**src/sv/stalta_ram.sv**
```systemverilog
`default_nettype none

module stalta_ram #(
    parameter int WIDTH = 8,
    parameter int DEPTH = 16
) (
    input  wire logic                     i_clk,
    input  wire logic                     i_we,
    input  wire logic [$clog2(DEPTH)-1:0] i_waddr,
    input  wire logic [WIDTH-1:0]         i_wdata,
    input  wire logic                     i_re,
    input  wire logic [$clog2(DEPTH)-1:0] i_raddr,
    output logic      [WIDTH-1:0]         o_rdata
);

    logic [WIDTH-1:0] r_mem [DEPTH];

    always_ff @(posedge i_clk) begin
        if (i_we) begin
            r_mem[i_waddr] <= i_wdata;
        end
        if (i_re) begin
            o_rdata <= r_mem[i_raddr];
        end
    end

endmodule

`default_nettype wire

```
**config.mk**
```make
export PLATFORM = sky130hd
export DESIGN_NAME = stalta_ram
export DESIGN_NICKNAME = d
export VERILOG_FILES = /design/src/sv/stalta_ram.sv
export SDC_FILE = /design/constraint.sdc
export NUM_CORES = 1
export LEC_CHECK = 0
export ABC_AREA = 1
export BUFFER_PORTS_ARGS = -buffer_cell sky130_fd_sc_hd__buf_2
export CAP_MARGIN = 20
export CORE_MARGIN = 4
export CORE_UTILIZATION = 40
export CTS_BUF_LIST = sky130_fd_sc_hd__clkbuf_2
export DETAILED_ROUTE_END_ITERATION = 6
export PLACE_DENSITY_LB_ADDON = 0.3
export SKIP_LAST_GASP = 1
export SYNTH_ARGS = -nofsm -noshare
export SYNTH_HDL_FRONTEND = slang
export SYNTH_SLANG_ARGS = --single-unit
```
**constraint.sdc**
```tcl
create_clock -name i_clk -period 2.64 [get_ports i_clk]
set_input_delay 0.528 -clock i_clk [delete_from_list [all_inputs] [get_ports i_clk]]
set_output_delay 0.528 -clock i_clk [all_outputs]
set_load 0.02 [all_outputs]
```
# Word level (Yosys, flattened, before mapping)

Memories as Yosys holds them, arrays and structs flattened. A register that Yosys moved wholly into a read port is not among the register bits.
Index checks and enable logic that the tools add are counted.

Register bits: 0
Bits in latches: 0
RAM bits: 128
Bits in read-only memories: 0
Bits of input ports: 19
Output and inout port bits: 8
Logic and storage cells: 3
Memories: 1

Memory list:

| name  | depth | bits a word | read ports | clocked after Yosys merged registers in | wr ports | RTL line | source |
|---|---|---|---|---|---|---|---|
| r_mem | 16    | 8           | 1          | 1                                       | 1        | 16       | `logic [WIDTH-1:0] r_mem [DEPTH];` |

Add/sub/neg operators: 0
$mul: 0
Div/mod/pow operators: 0
Order comparisons: 0
Eq/ne operators: 0
Shift operators: 0
Mux-type cells: 2
Bitwise gates (word level): 0
Reduce and logical (&&, ||, !) cells: 0

Operators with widths:

| operator         | count |
|---|---|
| 1-bit 2-to-1 mux | 2 |

# Logic depth before layout (Yosys ltp)

Word-level depth: 2
Depth in mapped cells: 8
Gate-level depth less buffers: 7

# Worst setup path after synthesis

Ideal clock, no wire load.

Kind: input to register
Start point: input i_waddr[2]
End point: memory r_mem[10][0] (enable)
Library setup time: 0.370 ns
Arrival: 1.109 ns
Data required time: 2.270 ns
Setup slack: 1.161 ns
Stages: 2
Path buffers: 0
Cell sequence: nand3b_1 -> nor2_1

RTL lines:

| item        | RTL line | source |
|---|---|---|
| from (decl) | 9        | `input wire logic [$clog2(DEPTH)-1:0] i_waddr,` |
| to (decl)   | 16       |  |

Straight into the memory's write port.

# Final worst setup path

Start point: register o_rdata[6], read port of r_mem
End point: output o_rdata[6]

RTL lines:

| item        | RTL line | source |
|---|---|---|
| from (decl) | 13       | `output logic [WIDTH-1:0] o_rdata` |

No word-level cell between the ends.

==> flow_summary.yaml <==
outcome:
  status: "completed"
min_path:
  hp-class: "in2reg"
synthesis:
  synthXorXnorAreaFrac_pct: 0
  synth.distinct_cells: 11
  synth.cell_area_sq_um: 5850
  synth.mux.area_fraction_pct: 0
  ys_ff_latch: 136
  yosysSeqAreaShare_pct: 69.8
  synth_compound_area_share_pct: 0
  synth_fa_ha_area_share_pct: 0
  ys_warn_count: 0
  synth_top_family_by_area: "simple AND/OR/NAND/NOR gates"
  syn_avg_cell_area_sq_um: 10.6
  synth_simple_gate_area_share_pct: 20.8
  synth_cells: 551
  syn_nets: 570
timing:
  clock-skew-final_ns: 0.0199
  finalHoldViolCount: 0
  post-route-period-util_pct: 68.6
  fin_ws_ns: 0.829
  grt_setup_unrepaired: "no"
  whs_ns: 0.186
  fmaxAchievable_ghz: 0.552
  min_period_ns: 1.81
  tightest_slew_ns: 0.877
  slew_headroom_pct: 41.3
  setup_viol: 0
  tns_ns: 0
  slew_viol_final: 0
setup_path:
  crit_type: "reg2out"
  cp-end-kind: "output port"
  crit_family: "flip-flops"
  crit_path_end: "o_rdata[6]"
  reg2reg_to: "o_rdata[3]"
  startpoint: "o_rdata[6]"
  rrSetupSlack_ns: 1.48
  path_buf_inv: 1
  crit_arrival_ns: 1.28
  path_depth: 1
  worst_setup_path_start_kind: "flop"
  path_cells: "buf_2"
  cp_slowest_stage_delay_ns: 0.45
  rr_worst_depth: 6
  crit_fanout: 1
  reg2reg_from: "r_mem[5][3]"
  cp_data_required_time_ns: 2.11
  cp_slowest_cell: "edfxtp_1"
place:
  dp_hpwl_mm: 8.11
  placed_cells: 741
  gp_congestion: 0.838
  port_buffers: 26
  post-place-ws_ns: 0.573
  post_dp_cell_area_sq_um: 6110
floorplan:
  row_count: 43
  die_w_microns: 129
  io-pin-count: 27
  coreArea_sq_um: 14100
  die_y_microns: 129
  initial_core_util_pct: 41.5
  die_area_sq_um: 16600
job:
  cap_viol_max_count: 0
pwr:
  p_leak_nw: 2.73
  p_total_mw: 4.08
  pwr_density_cell_nw_per_um2: 640
  ir_drop_v: 0.000276
final_layout:
  instances_no_fill: 774
  multi_input_area_sq_um: 1210
  ff_latch_area_sq_um: 4080
  fillerInstances: 1353
  drive_gt1_share_pct: 11.1
  design_area_sq_um: 6380
  final_util_pct: 45.3
  area_growth_pct: 9.12
  nNetsFinal: 599
clock_tree:
  cts_tree: "yes"
  post_cts_buffers: 0
  cts_made_buffers: 17
  cts_buffer_depth: 2
  clk_latency_ns: 0.66
  cts_resized: 0
  numClockSinks: 136
  path_clk_slew_ns: 0.19
  clockRootBuffer: "clkbuf_2"
  cts_hold_repair.buffers: 0
  htreeDepth: 4
global_route:
  antenna_found_initial: 1
  grt_pass1_vias: 3712
  grt_pass1_wl_mm: 20.4
  grt-ovfl-total: 0
  grt.total_usage_pct: 16.4
  grt_start_max_net_pins: 65
routing:
  wirelength_mm: 12.9
  drc: 0
  drt_iter0_drc: 340
  wl_per_cell_microns: 16.6
  vias: 3764
  vias_per_cell: 4.86
  ant_nets: 0
  drt_pass1_iterations: 5
report_power, final:
group / switching (mW) / total [mW] / leakage [nW] / internal, mW
Combinational: 0.216 / 0.295 / 1.34 / 0.0793
Clock: 0.739 / 1.35 / 0.154 / 0.607
Sequential: 0.0136 / 2.44 / 1.24 / 2.43
Total: 0.968 / 4.08 / 2.73 / 3.12
logic make-up after synthesis:
logic type,count (synthesis)
buffers and inverters,126
and+or+nand+nor,289
DFF,136
synth_stat cells:
| cell | n | area share [%] |
|---|---|---|
| nand2_1 | 173 | 11 |
| buf_1 | 1 | 0.064 |
| edfxtp_1 | 136 | 70 |
| buf_2 | 13 | 1.1 |
| nand3b_1 | 2 | 0.26 |
| buf_6 | 6 | 1.2 |
| buf_4 | 4 | 0.51 |
| inv_2 | 2 | 0.13 |
| nor2_1 | 17 | 1.1 |
| nand3_1 | 97 | 8.3 |
| inv_1 | 100 | 6.4 |
flip-flops by register name, indices dropped and copies added (netlist names):
signal,cells
o_rdata,8
r_mem,128
layer usage:
| metal | vias to the layer above | GRT usage (%) | part of all wire, % |
|---|---|---|---|
| met2 | 110 | 26.5 | 48 |
| met4 | 0 | 6.11 | 1.6 |
| met1 | 1798 | 21.7 | 44 |
| met3 | 17 | 3.82 | 6.2 |
| li1 | 1839 | - | - |
| met5 | - | 0 | 0 |
placed cells by master (no fill, tap or decap):
| cell type | instances |
|---|---|
| clkinv_4 | 1 |
| buf_4 | 7 |
| edfxtp_1 | 136 |
| inv_2 | 2 |
| diode_2 | 1 |
| buf_12 | 1 |
| inv_1 | 100 |
| clkbuf_2 | 17 |
| buf_2 | 26 |
| clkinv_2 | 5 |
| clkinvlp_4 | 3 |
| nor2_1 | 17 |
| nand3_1 | 97 |
| nand3b_1 | 2 |
| clkinv_1 | 2 |
| bufinv_16 | 4 |
| nand2_1 | 173 |
layout make-up:
| cell class | count | area share [%] |
|---|---|---|
| Tap cell | 180 | 3.53 |
| Inverter | 102 | 6.00 |
| Sequential cell | 136 | 64.0 |
| Clock inverter | 15 | 2.88 |
| Multi-Input combinational cell | 289 | 19.0 |
| Antenna cell | 1 | 0.0392 |
| Timing Repair Buffer | 34 | 3.18 |
| Clock buffer | 17 | 1.33 |
worst min path at each step:
stage | start | end | slack, ns | cells after the start
2_1_floorplan | i_wdata[0] | r_mem[0][0] | 0.63 | 0
3_5_place_dp | r_mem[14][4] | o_rdata[4] | 0.75 | 6
6_report | i_re | o_rdata[1] | 0.19 | 1
3_3_place_gp | r_mem[14][4] | o_rdata[4] | 0.75 | 6
5_1_grt | i_re | o_rdata[7] | 0.11 | 1
4_1_cts | i_re | o_rdata[1] | 0.13 | 1
Power figures use the tool's default switching activity.
